==> src/slwm_pkg.sv <==
// Shared types for the sliding-window minimum unit.
// Holds the control bundle broadcast from the top level to every queue cell.
// No dependencies.
package slwm_pkg;

	typedef struct packed {
		logic step;
		logic shift;
		logic clear;
	} cell_ctl_t;

endpackage

==> src/slwm_cell.sv <==
// One slot of the monotonic candidate queue: value, age and occupancy.
// Takes its neighbor's content on a front drop and appends the new sample.
// Depends on slwm_pkg for the control bundle.
module slwm_cell #(
	parameter int SAMPLE_WIDTH = 32,
	parameter int AGE_W        = 6
) (
	input  logic                           clk,
	input  logic                           arst_n,
	input  slwm_pkg::cell_ctl_t            ctl,
	input  logic signed [SAMPLE_WIDTH-1:0] sample,
	input  logic signed [SAMPLE_WIDTH-1:0] nb_val,
	input  logic        [AGE_W-1:0]        nb_age,
	input  logic                           nb_valid,
	input  logic                           prev_kept,
	output logic signed [SAMPLE_WIDTH-1:0] val,
	output logic        [AGE_W-1:0]        age,
	output logic                           valid,
	output logic                           kept,
	output logic signed [SAMPLE_WIDTH-1:0] nxt_val
);

	logic signed [SAMPLE_WIDTH-1:0] val_q;
	logic        [AGE_W-1:0]        age_q;
	logic                           valid_q;
	logic signed [SAMPLE_WIDTH-1:0] sh_val;
	logic        [AGE_W-1:0]        sh_age;
	logic                           sh_valid;

	assign sh_val   = ctl.shift ? nb_val   : val_q;
	assign sh_age   = ctl.shift ? nb_age   : age_q;
	assign sh_valid = ctl.shift ? nb_valid : valid_q;
	assign kept     = sh_valid && !(sh_val > sample);
	assign nxt_val  = kept ? sh_val : sample;

	always_ff @(posedge clk or negedge arst_n) begin
		if (!arst_n) begin
			valid_q <= 1'b0;
		end else if (ctl.step && ctl.clear) begin
			valid_q <= 1'b0;
		end else if (ctl.step) begin
			valid_q <= kept || prev_kept;
		end else if (ctl.shift) begin
			valid_q <= sh_valid;
		end
	end

	always_ff @(posedge clk) begin
		if (ctl.step) begin
			if (kept) begin
				val_q <= sh_val;
				age_q <= sh_age + AGE_W'(1);
			end else begin
				val_q <= sample;
				age_q <= '0;
			end
		end else if (ctl.shift) begin
			val_q <= sh_val;
			age_q <= sh_age;
		end
	end

	assign val   = val_q;
	assign age   = age_q;
	assign valid = valid_q;

endmodule

==> config.mk <==
export PLATFORM = sky130hd
export DESIGN_NAME = slwm_cell
export DESIGN_NICKNAME = d
export VERILOG_FILES = /design/src/slwm_pkg.sv /design/src/slwm_cell.sv
export SDC_FILE = /design/constraint.sdc
export NUM_CORES = 1
export LEC_CHECK = 0
export ABC_AREA = 1
export BUFFER_PORTS_ARGS = -buffer_cell sky130_fd_sc_hd__buf_4
export CAP_MARGIN = 30
export CORE_UTILIZATION = 49
export CTS_CLUSTER_DIAMETER = 60
export DETAILED_ROUTE_END_ITERATION = 6
export PLACE_DENSITY = 0.81
export SETUP_SLACK_MARGIN = 0.1
export SYNTH_ARGS = -nofsm -noshare
export SYNTH_HDL_FRONTEND = slang
export SYNTH_SLANG_ARGS = --single-unit
==> constraint.sdc <==
create_clock -name clk -period 4 [get_ports clk]
set_input_delay 0.8 -clock clk [delete_from_list [all_inputs] [get_ports clk]]
set_output_delay 0.8 -clock clk [all_outputs]
set_load 0.01 [all_outputs]
======== Word-level counts from Yosys, hierarchy flattened ========
Cells that the tools add are included.
cells by class
  $add $sub $neg .......................... 1
  multiplexer cells ....................... 12
  $lt $le $gt $ge ......................... 1
  reduce and logical (&&, ||, !) cells .... 6
operator list
  cell                                                           count
  32-bit two-way mux                                             4
  32-bit > comparator                                            1
  6-bit two-way mux                                              4
  6-bit by 1-bit adder with 6-bit output, second input constant  1
  1-bit two-way mux                                              4
  3-bit nonzero test                                             1
  1-bit logical AND                                              2
  2-bit nonzero test                                             1
  1-bit logical NOT                                              1
  1-bit logical OR                                               1
word-level totals
  logic and storage cells ................. 23
  flip-flop bits (word level) ............. 39
  output and inout port bits .............. 72
  input port bits ......................... 77

======== Longest topological paths before layout ========
Gate-level depths: netlist (run 1).
  word-level depth ........................ 7
  mapped depth ............................ 24

======== Worst setup path before layout (run 1) ========
Ideal clock, no wire load.
  kind .................................... input to output
  start point ............................. input ctl[1] in the netlist's numbering
  end point ............................... output nxt_val[22]
  buffers on the path ..................... 3
  arrival time ............................ 2942 ps
  cell stages on the path ................. 20
  path slack .............................. 258 ps
  cell sequence ........................... inv_1 > buf_2 > clkbuf_1 > nand2_1 > nand2_1 > ha_1 > nand2_1 > inv_1 > o21ai_0 > nand2_1 > nor2_1 > nand2_1 > inv_1 > nand2_1 > nand2_1 > nand3_2 > nand2_4 > inv_2 > buf_2 > o21ai_0
on the way
  longest elaborated chain between the ends .. 5
ends and longest elaborated chain
  element               RTL line         text
  from (decl)           slwm_cell.sv:10  input slwm_pkg::cell_ctl_t ctl,
  32-bit two-way mux    slwm_cell.sv:30  assign sh_val = ctl.shift ? nb_val : val_q;
  32-bit > comparator   slwm_cell.sv:33  assign kept = sh_valid && !(sh_val > sample);
  1-bit logical NOT     slwm_cell.sv:33
  1-bit logical AND *   slwm_cell.sv:33
  named net kept        slwm_cell.sv:19  output logic kept,
  32-bit two-way mux *  slwm_cell.sv:34  assign nxt_val = kept ? sh_val : sample;
  to (decl)             slwm_cell.sv:20  output logic signed [SAMPLE_WIDTH-1:0] nxt_val
The timed path passes the listed nets; every way through them passes the cells marked *.

======== Worst setup path after layout (run 1) ========
  start point ............................. input ctl[1] in the netlist's numbering
  end point ............................... output nxt_val[31]
on the way
  longest elaborated chain between the ends .. 5
ends and longest elaborated chain
  element               RTL line
  32-bit two-way mux    slwm_cell.sv:30
  32-bit > comparator   slwm_cell.sv:33
  1-bit logical NOT     slwm_cell.sv:33
  1-bit logical AND     slwm_cell.sv:33
  32-bit two-way mux *  slwm_cell.sv:34
Every way passes the cells marked *; elsewhere a longest branch is shown, timed or not.

==> impl_metrics.csv, run 1 <==
group,metric,value,unit
pwr,pwr-share-seq,34.5,%
status,status,"completed",
layout,layout-drive-gt1-share,38.7,%
pwr,switching_share,36.5,%
placement,portBuffers,148,
placement,dp.final_hpwl,6960,um
placement,place_area,0.00472,mm2
clock_network,cts-buffers-inserted,5,
synth,synth_cell_types,29,
global_route,grt_remaining_overflow,0,
timing,fin_hold_ws,0.264,ns
global_route,grt_first_pass_wirelength,14600,um
timing,setup_tns,0,ns
critical_path,r2r_setup_slack,1.26,ns
detailed_routing,via_count,3834,
floorplan,start_util,51.0,%
detailed_routing,wl_per_cell,15.1,um
detailed_routing,dr.pass1.iters,5,
synth,synth_area_per_cell,7.13,um2
timing,hold_viol,0,
detailed_routing,wirelength,11200,um
timing,rsz0062_at_grt,"false",
detailed_routing,viasPerCell,5.18,
critical_path,cp_cell_sequence,"buf_6 > inv_6 > buf_12 > nand2_1 > nand2_1 > ha_4 > a21oi_1 > nor2_1 > nor2_1 > nand2_1 > nand2_1 > nand2_1 > nand2_2 > nand2_1 > nand2_1 > nand3_2 > nand2_4 > clkinv_8 > clkbuf_16 > nand2_1 > o21ai_1 > buf_4",
critical_path,critPathTopFamily,"simple AND/OR/NAND/NOR gates",
pwr,power_frac_clock,16.8,%
critical_path,worst-path-max-fanout,9,
synth,syn_inst,488,
critical_path,path_class,"input pin to output pin",
pwr,p_leak,2.69,nW
synth,mappedNetlistArea,0.00348,mm2
timing,tightest_slew,0.964,ns
timing,fin_skew,0.00930,ns
timing,slew_viol_final,0,
critical_path,r2r-start,"val[31]",
timing,setup_violations,0,
pwr,power.switching,0.584,mW
clock_network,cts_max_level,2,
critical_path,crit_top_cell,"nand2_1",
hold_path,hold_class,"input pin to asynchronous set/reset pin",
floorplan,pin_count,149,
layout,seqCellArea,0.00117,mm2
detailed_routing,antenna_left,0,
critical_path,r2r-end,"val[27]",
floorplan,design.core.area,0.00683,mm2
floorplan,die_h,86.3,um
critical_path,worst_ep_required_time,3.20,ns
layout,multi_input_area,0.00219,mm2
synth,synth-seq-area-share,33.5,%
layout,syn2layout_area_growth,51.3,%
pwr,intPower,1.01,mW
flow_run,max_cap_violations,0,
synth,ys_warn_count,0,
floorplan,die_w,86.3,um
pwr,power.density,304,mW/mm2
timing,relSlewSlack,35.5,%
clock_network,clk_path_buf_depth,2,
detailed_routing,drc,0,
critical_path,r2r_cells,18,
placement,gp_congestion,0.789,
global_route,grt_pass1_vias,3392,
pwr,ir_worst_vdd,0.161,mV
timing,fin_crit,3.83,ns
floorplan,die_area,0.00745,mm2
layout,instances_no_fill,740,
critical_path,arrival,3.03,ns
critical_path,cp_num_buf_inv,6,
layout,finalInstanceArea,0.00527,mm2
pwr,combPwrFrac,48.7,%
global_route,track_usage,24.6,%
timing,layout_setup_ws,0.172,ns
global_route,antenna_found_initial,0,
timing,fin_crit_sh,95.7,%
timing,fmax,0.261,GHz
clock_network,path_clk_slew,0.07,ns
clock_network,cts_tree,"done",
clock_network,clockRootBuffer,"clkbuf_8",
critical_path,cpPeakStageDelay,0.22,ns
critical_path,worst_setup_path_end_kind,"output pin",
layout,antenna_cells,0,
floorplan,num_rows,30,
global_route,grt_max_degree,41,
placement,dpl.cell_count,720,
synth,ys_ff_latch,39,
clock_network,cts.sinks,39,
detailed_routing,drt_iter0_drc,217,
layout,nNetsFinal,753,
layout,fillers,495,
critical_path,slowest_stage,"ha_4",
clock_network,insertion_delay,0.30,ns
synth,syn_nets,598,
critical_path,startpoint_type,"input pin",
placement,post-place-ws,0.00116,ns
## cell usage after synthesis, drive strengths merged
cell type    n  share of area (%)
or2          3               0.54
edfxtp      38                 33
xnor2        2               0.50
o22ai        1               0.18
xor2         1               0.25
nor2        16                1.8
ha          33                 12
nor3         1               0.14
and3b        1               0.25
nand2      218                 24
a21o         2               0.43
buf         15                3.2
clkbuf       6               0.65
nand4        1               0.18
inv         55                5.9
a21oi       10                1.4
o21ai       71                 13
nand3        9                1.6
nor4         1               0.18
mux2i        3               0.86
dfrtp        1               0.72
## cell type report
cell class	count	share of cell area, %
Clock buffer	8	1.52
Multi-Input combinational cell	373	41.7
Tap cell	96	2.28
Timing Repair Buffer	169	28.1
Inverter	55	4.25
Sequential cell	39	22.1
## logic make-up (layout without fill, tap and decap cells)
kind of cell,after synthesis,count (layout),synth area share [%]
muxes,3,3,0.863
xor gates and xnor gates,3,3,0.755
buffers and inverters,76,232,9.81
AOI/OAI and AO/OA,84,84,14.7
and+or+nand+nor,250,250,28.5
DFF,39,39,33.5
adders and majority gates,33,33,11.9
## routing by layer
layer	vias up	part of all wire, %	global-route usage, %
met5	-	0	0
met4	0	1.1	7.12
met3	12	7.7	4.00
met2	182	52	46.5
met1	1751	39	28.5
li1	1889	-	-
## flip-flops by register name, indices dropped and copies added (netlist names)
name and count:
valid 1, val 32, age 6
## cell usage in the layout (no fill, tap or decap)
cell	Yosys	final
o21ai_0	40	6
edfxtp_1	38	38
mux2i_1	3	3
o21ai_2	23	34
clkbuf_16	0	7
clkinv_8	0	1
inv_1	53	51
dfrtp_1	1	1
nor2_1	15	12
clkbuf_1	6	3
nand3_1	7	5
buf_6	6	4
nand2_2	1	14
buf_4	0	152
nor2_2	1	4
xor2_1	1	1
nand2_4	1	1
nor3_1	1	1
xnor2_1	2	2
clkbuf_8	0	5
nand4_1	1	1
a21oi_2	0	1
nor4_1	1	1
inv_6	0	1
nand3_2	2	4
or2_2	3	3
inv_2	2	2
buf_12	0	6
a21oi_1	10	9
ha_1	33	23
nand2_1	216	203
ha_4	0	10
a21o_1	2	2
o22ai_1	1	1
o21ai_1	8	31
and3b_1	1	1
## power groups by stage
stage	sequential, mW	clock (mW)	combinational, mW
floorplan	0.581	0	0.339
global placement	0.557	0	0.635
detailed placement	0.558	0	0.654
CTS	0.550	0.267	0.658
global route	0.556	0.283	0.841
finish	0.552	0.269	0.778
## worst max path at each step
stage           start          end  slack, ns  cells after the start
3_3_place_gp   ctl[1]   nxt_val[1]       0.09                     19
4_1_cts        ctl[1]  nxt_val[12]       0.13                     22
5_1_grt        ctl[1]  nxt_val[31]       0.05                     21
6_report       ctl[1]  nxt_val[31]       0.17                     22
3_5_place_dp   ctl[1]   nxt_val[1]      0.001                     21
2_1_floorplan  ctl[1]  nxt_val[22]       0.26                     20
## worst reg2reg max path, delay by kind of cell, from the launching register on
family          cells  cell delay [ns]
simple gates       13             1.19
buf+inv             3             0.57
compound gates      1             0.13
fa+ha+maj           1             0.29
flops               1             0.41
## through the flow
step	utilization, %	power, mW
after floorplan	-	0.920
after global placement	69.1	1.19
after detailed placement	69.1	1.21
after CTS	70.3	1.48
after global routing	77.1	1.68
final	77.1	1.60
## repair_timing
action / in CTS / in global routing
pin swaps: 0 / 5
hold buffers: 0 / 0
setup buffers: 0 / 2
cloned: 0 / 10
resized for setup: 2 / 80
endpoints found under the setup margin: 14 / 33
Power figures use the tool's default switching activity.
==> run 2, diff against run 1 <==
--- a/config.mk
+++ b/config.mk
@@ -5,13 +5,12 @@
 export SDC_FILE = /design/constraint.sdc
 export NUM_CORES = 1
 export LEC_CHECK = 0
-export ABC_AREA = 1
 export BUFFER_PORTS_ARGS = -buffer_cell sky130_fd_sc_hd__buf_4
 export CAP_MARGIN = 30
-export CORE_UTILIZATION = 49
+export CORE_UTILIZATION = 52
 export CTS_CLUSTER_DIAMETER = 60
 export DETAILED_ROUTE_END_ITERATION = 6
-export PLACE_DENSITY = 0.81
+export PLACE_DENSITY = 0.84
 export SETUP_SLACK_MARGIN = 0.1
 export SYNTH_ARGS = -nofsm -noshare
 export SYNTH_HDL_FRONTEND = slang
==> constraint.sdc (replaced) <==
create_clock -name clk -period 4.5 [get_ports clk]
set_input_delay 0.9 -clock clk [delete_from_list [all_inputs] [get_ports clk]]
set_output_delay 0.9 -clock clk [all_outputs]
set_load 0.01 [all_outputs]
==> run 2 against run 1 <==
Clock power up 3%. Combinational power up 38%. Die area down 0.42%. The run now ends with negative setup slack left. Sequential power down 7.1%. Critical path type unchanged. Cell count down 17%. First-iteration DRC count down 30%. Largest power group unchanged.
==> impl_metrics.csv, run 2 <==
group,metric,value,unit
floorplan,pin_count,149,
floorplan,design.core.area,0.00683,mm2
critical_path,slowest_stage,"nor4b_4",
floorplan,die_w,86.1,um
global_route,grt_max_degree,39,
timing,fin_crit,4.75,ns
clock_network,cts.sinks,39,
layout,antenna_cells,0,
timing,tightest_slew,0.503,ns
placement,portBuffers,148,
synth,synth.most_common_cell,"mux2_4",
detailed_routing,via_count,3578,
synth,synth_ff_type,"edfxtp_1",
layout,syn2layout_area_growth,67.5,%
critical_path,startpoint_type,"input pin",
pwr,power.density,302,mW/mm2
critical_path,worst-path-max-fanout,9,
global_route,antenna_found_initial,0,
flow_run,max_cap_violations,0,
critical_path,path_class,"input pin to output pin",
timing,fin_crit_sh,106,%
clock_network,ctsHoldBuffers,0,
detailed_routing,drc,0,
clock_network,clk_path_buf_depth,2,
clock_network,clockRootBuffer,"clkbuf_8",
layout,largest_register_ffs,32,
timing,rsz0062_at_grt,"true",
critical_path,cp_cell_sequence,"buf_16 > buf_8 > mux2_4 > ha_4 > nand4_1 > buf_4 > nor3_1 > a22oi_1 > nand3_1 > nor4b_4 > o31ai_4 > buf_4 > buf_16 > mux2_4 > buf_4",
synth,synth_cell_types,42,
floorplan,start_util,53.8,%
critical_path,crit_top_cell,"buf_4",
detailed_routing,wl_per_cell,21.8,um
status,violations,"negative setup slack",
floorplan,die_h,86.1,um
status,status,"finished with violations",
timing,hold_viol,0,
layout,final_cell_mix,"buf_4 (175), mux2_4 (80), edfxtp_1 (38), inv_1 (36), buf_6 (25)",
placement,dpl.cell_count,585,
hold_path,hold_class,"input pin to asynchronous set/reset pin",
detailed_routing,drt_iter0_drc,151,
layout,finalInstanceArea,0.00616,mm2
critical_path,r2r_cells,12,
global_route,grt_pass1_vias,3677,
critical_path,r2r_setup_slack,0.91,ns
layout,layout-drive-gt1-share,68.9,%
synth,mappedNetlistArea,0.00368,mm2
pwr,ir_worst_vdd,0.200,mV
layout,instances_no_fill,611,
clock_network,cts_tree,"done",
placement,dp.final_hpwl,7650,um
clock_network,insertion_delay,0.30,ns
timing,layout_setup_ws,-0.255,ns
synth,syn_nets,415,
global_route,grt_remaining_overflow,0,
timing,setup_tns,-7.24,ns
synth,synth_top_cell_by_area,"edfxtp_1",
detailed_routing,viasPerCell,5.86,
clock_network,cts_max_level,2,
timing,slew_viol_final,0,
synth,syn_inst,305,
timing,setup_violations,32,
synth,synth-seq-area-share,31.7,%
clock_network,path_clk_slew,0.08,ns
layout,fin_util,90.2,%
synth,ys_top_cells_by_count,"mux2_4 (52), mux2_2 (47), edfxtp_1 (38)",
pwr,p_leak,3.02,nW
floorplan,die_area,0.00741,mm2
detailed_routing,dr.pass1.iters,4,
global_route,grt_first_pass_wirelength,18300,um
placement,gp_congestion,0.821,
layout,nNetsFinal,624,
synth,synth.top_cell.area_share,31.0,%
layout,layout_commonest_cell,"buf_4",
timing,fin_hold_ws,0.364,ns
critical_path,arrival,3.85,ns
timing,fin_skew,0.00445,ns
synth,synth.area.top_cells,"edfxtp_1 (31%), mux2_4 (21%), mux2_2 (14%)",
global_route,track_usage,32.2,%
detailed_routing,antenna_left,0,
timing,relSlewSlack,66.4,%
clock_network,cts-buffers-inserted,5,
synth,synth_area_per_cell,12.1,um2
floorplan,num_rows,30,
synth,ys_ff_latch,39,
critical_path,worst_setup_path_end_kind,"output pin",
critical_path,cpPeakStageDelay,0.39,ns
synth,postSynth.asyncResetShare,2.56,%
synth,ys_warn_count,0,
timing,fmax,0.210,GHz
critical_path,worst_ep_required_time,3.60,ns
synth,synth_edf_count,38,
placement,place_area,0.00530,mm2
detailed_routing,wirelength,13300,um
==> run 2: changes by cell type in the layout (fill, tap and decap cells not counted), moves of 6 or more <==
cell	delta
buf_16	+6
buf_4	+23
buf_6	+21
clkbuf_16	-6
ha_1	-14
ha_4	+14
inv_1	-15
mux2_2	+19
mux2_4	+80
nand2_1	-191
nand2_2	-14
o21ai_1	-29
o21ai_2	-34
==> run 2: report_power, final <==
part / switching (mW) / internal, mW
Combinational: 0.444 / 0.630
Sequential: 0.0369 / 0.476
Clock: 0.135 / 0.140
==> run 2: path summary, 6_finish.rpt <==
path / endpoint / from
max: nxt_val[15] / ctl[1]
max in group asynchronous: valid / arst_n
min: valid / arst_n
min in group clk: val[3] / val[3]
min reg2reg: val[3] / val[3]
max reg2reg: val[31] / val[11]
==> run 2: kinds of logic (layout without fill, tap and decap cells) <==
logic type	Yosys count	count (layout)	share of synthesized area (%)
mux	102	102	36.4
buf+inv	48	258	6.12
fa+ha+maj	33	33	11.2
compound gates	38	38	7.72
flops	39	39	31.7
xor+xnor	2	2	0.476
simple gates	43	43	6.33
==> run 2: metal layers <==
metal	GRT usage, %	vias up	part of all wire (%)
met5	0	-	0
met4	13.6	0	4.3
met3	6.64	56	7.0
met2	60.4	206	52
met1	35.0	1760	37
li1	-	1556	-
==> run 2: through the flow <==
stage | setup WS, ns | power (mW)
finish | -0.255 | 1.86
global route | -0.331 | 1.93
CTS | -0.134 | 1.78
detailed placement | -0.395 | 1.37
global placement | -0.286 | 1.34
floorplan | -0.0725 | 1.00
==> run 2: final cells by class <==
| type | count | area (um2) |
|---|---|---|
| clock buffers | 8 | 100 |
| fillers | 278 | 669 |
| inverters | 36 | 135 |
| multi-input cells | 218 | 2730 |
| flip-flops and latches | 39 | 1170 |
| well taps | 96 | 120 |
| repair buffers | 214 | 1920 |
==> run 2: worst max-delay path, delay by kind of cell <==
family | cells | cell delay, ns
AO/OA/AOI/OAI | 2 | 0.41
adder cells (fa/ha/maj) | 1 | 0.25
buffers and inverters | 6 | 0.87
multiplexers | 2 | 0.64
AND/OR/NAND/NOR | 4 | 0.78
==> run 2: what timing repair did <==
item,4_1_cts,5_1_grt
pin swaps,13,10
resized for setup,74,15
gates cloned,4,1
buffers inserted,9,3
setup endpoints to repair,33,33
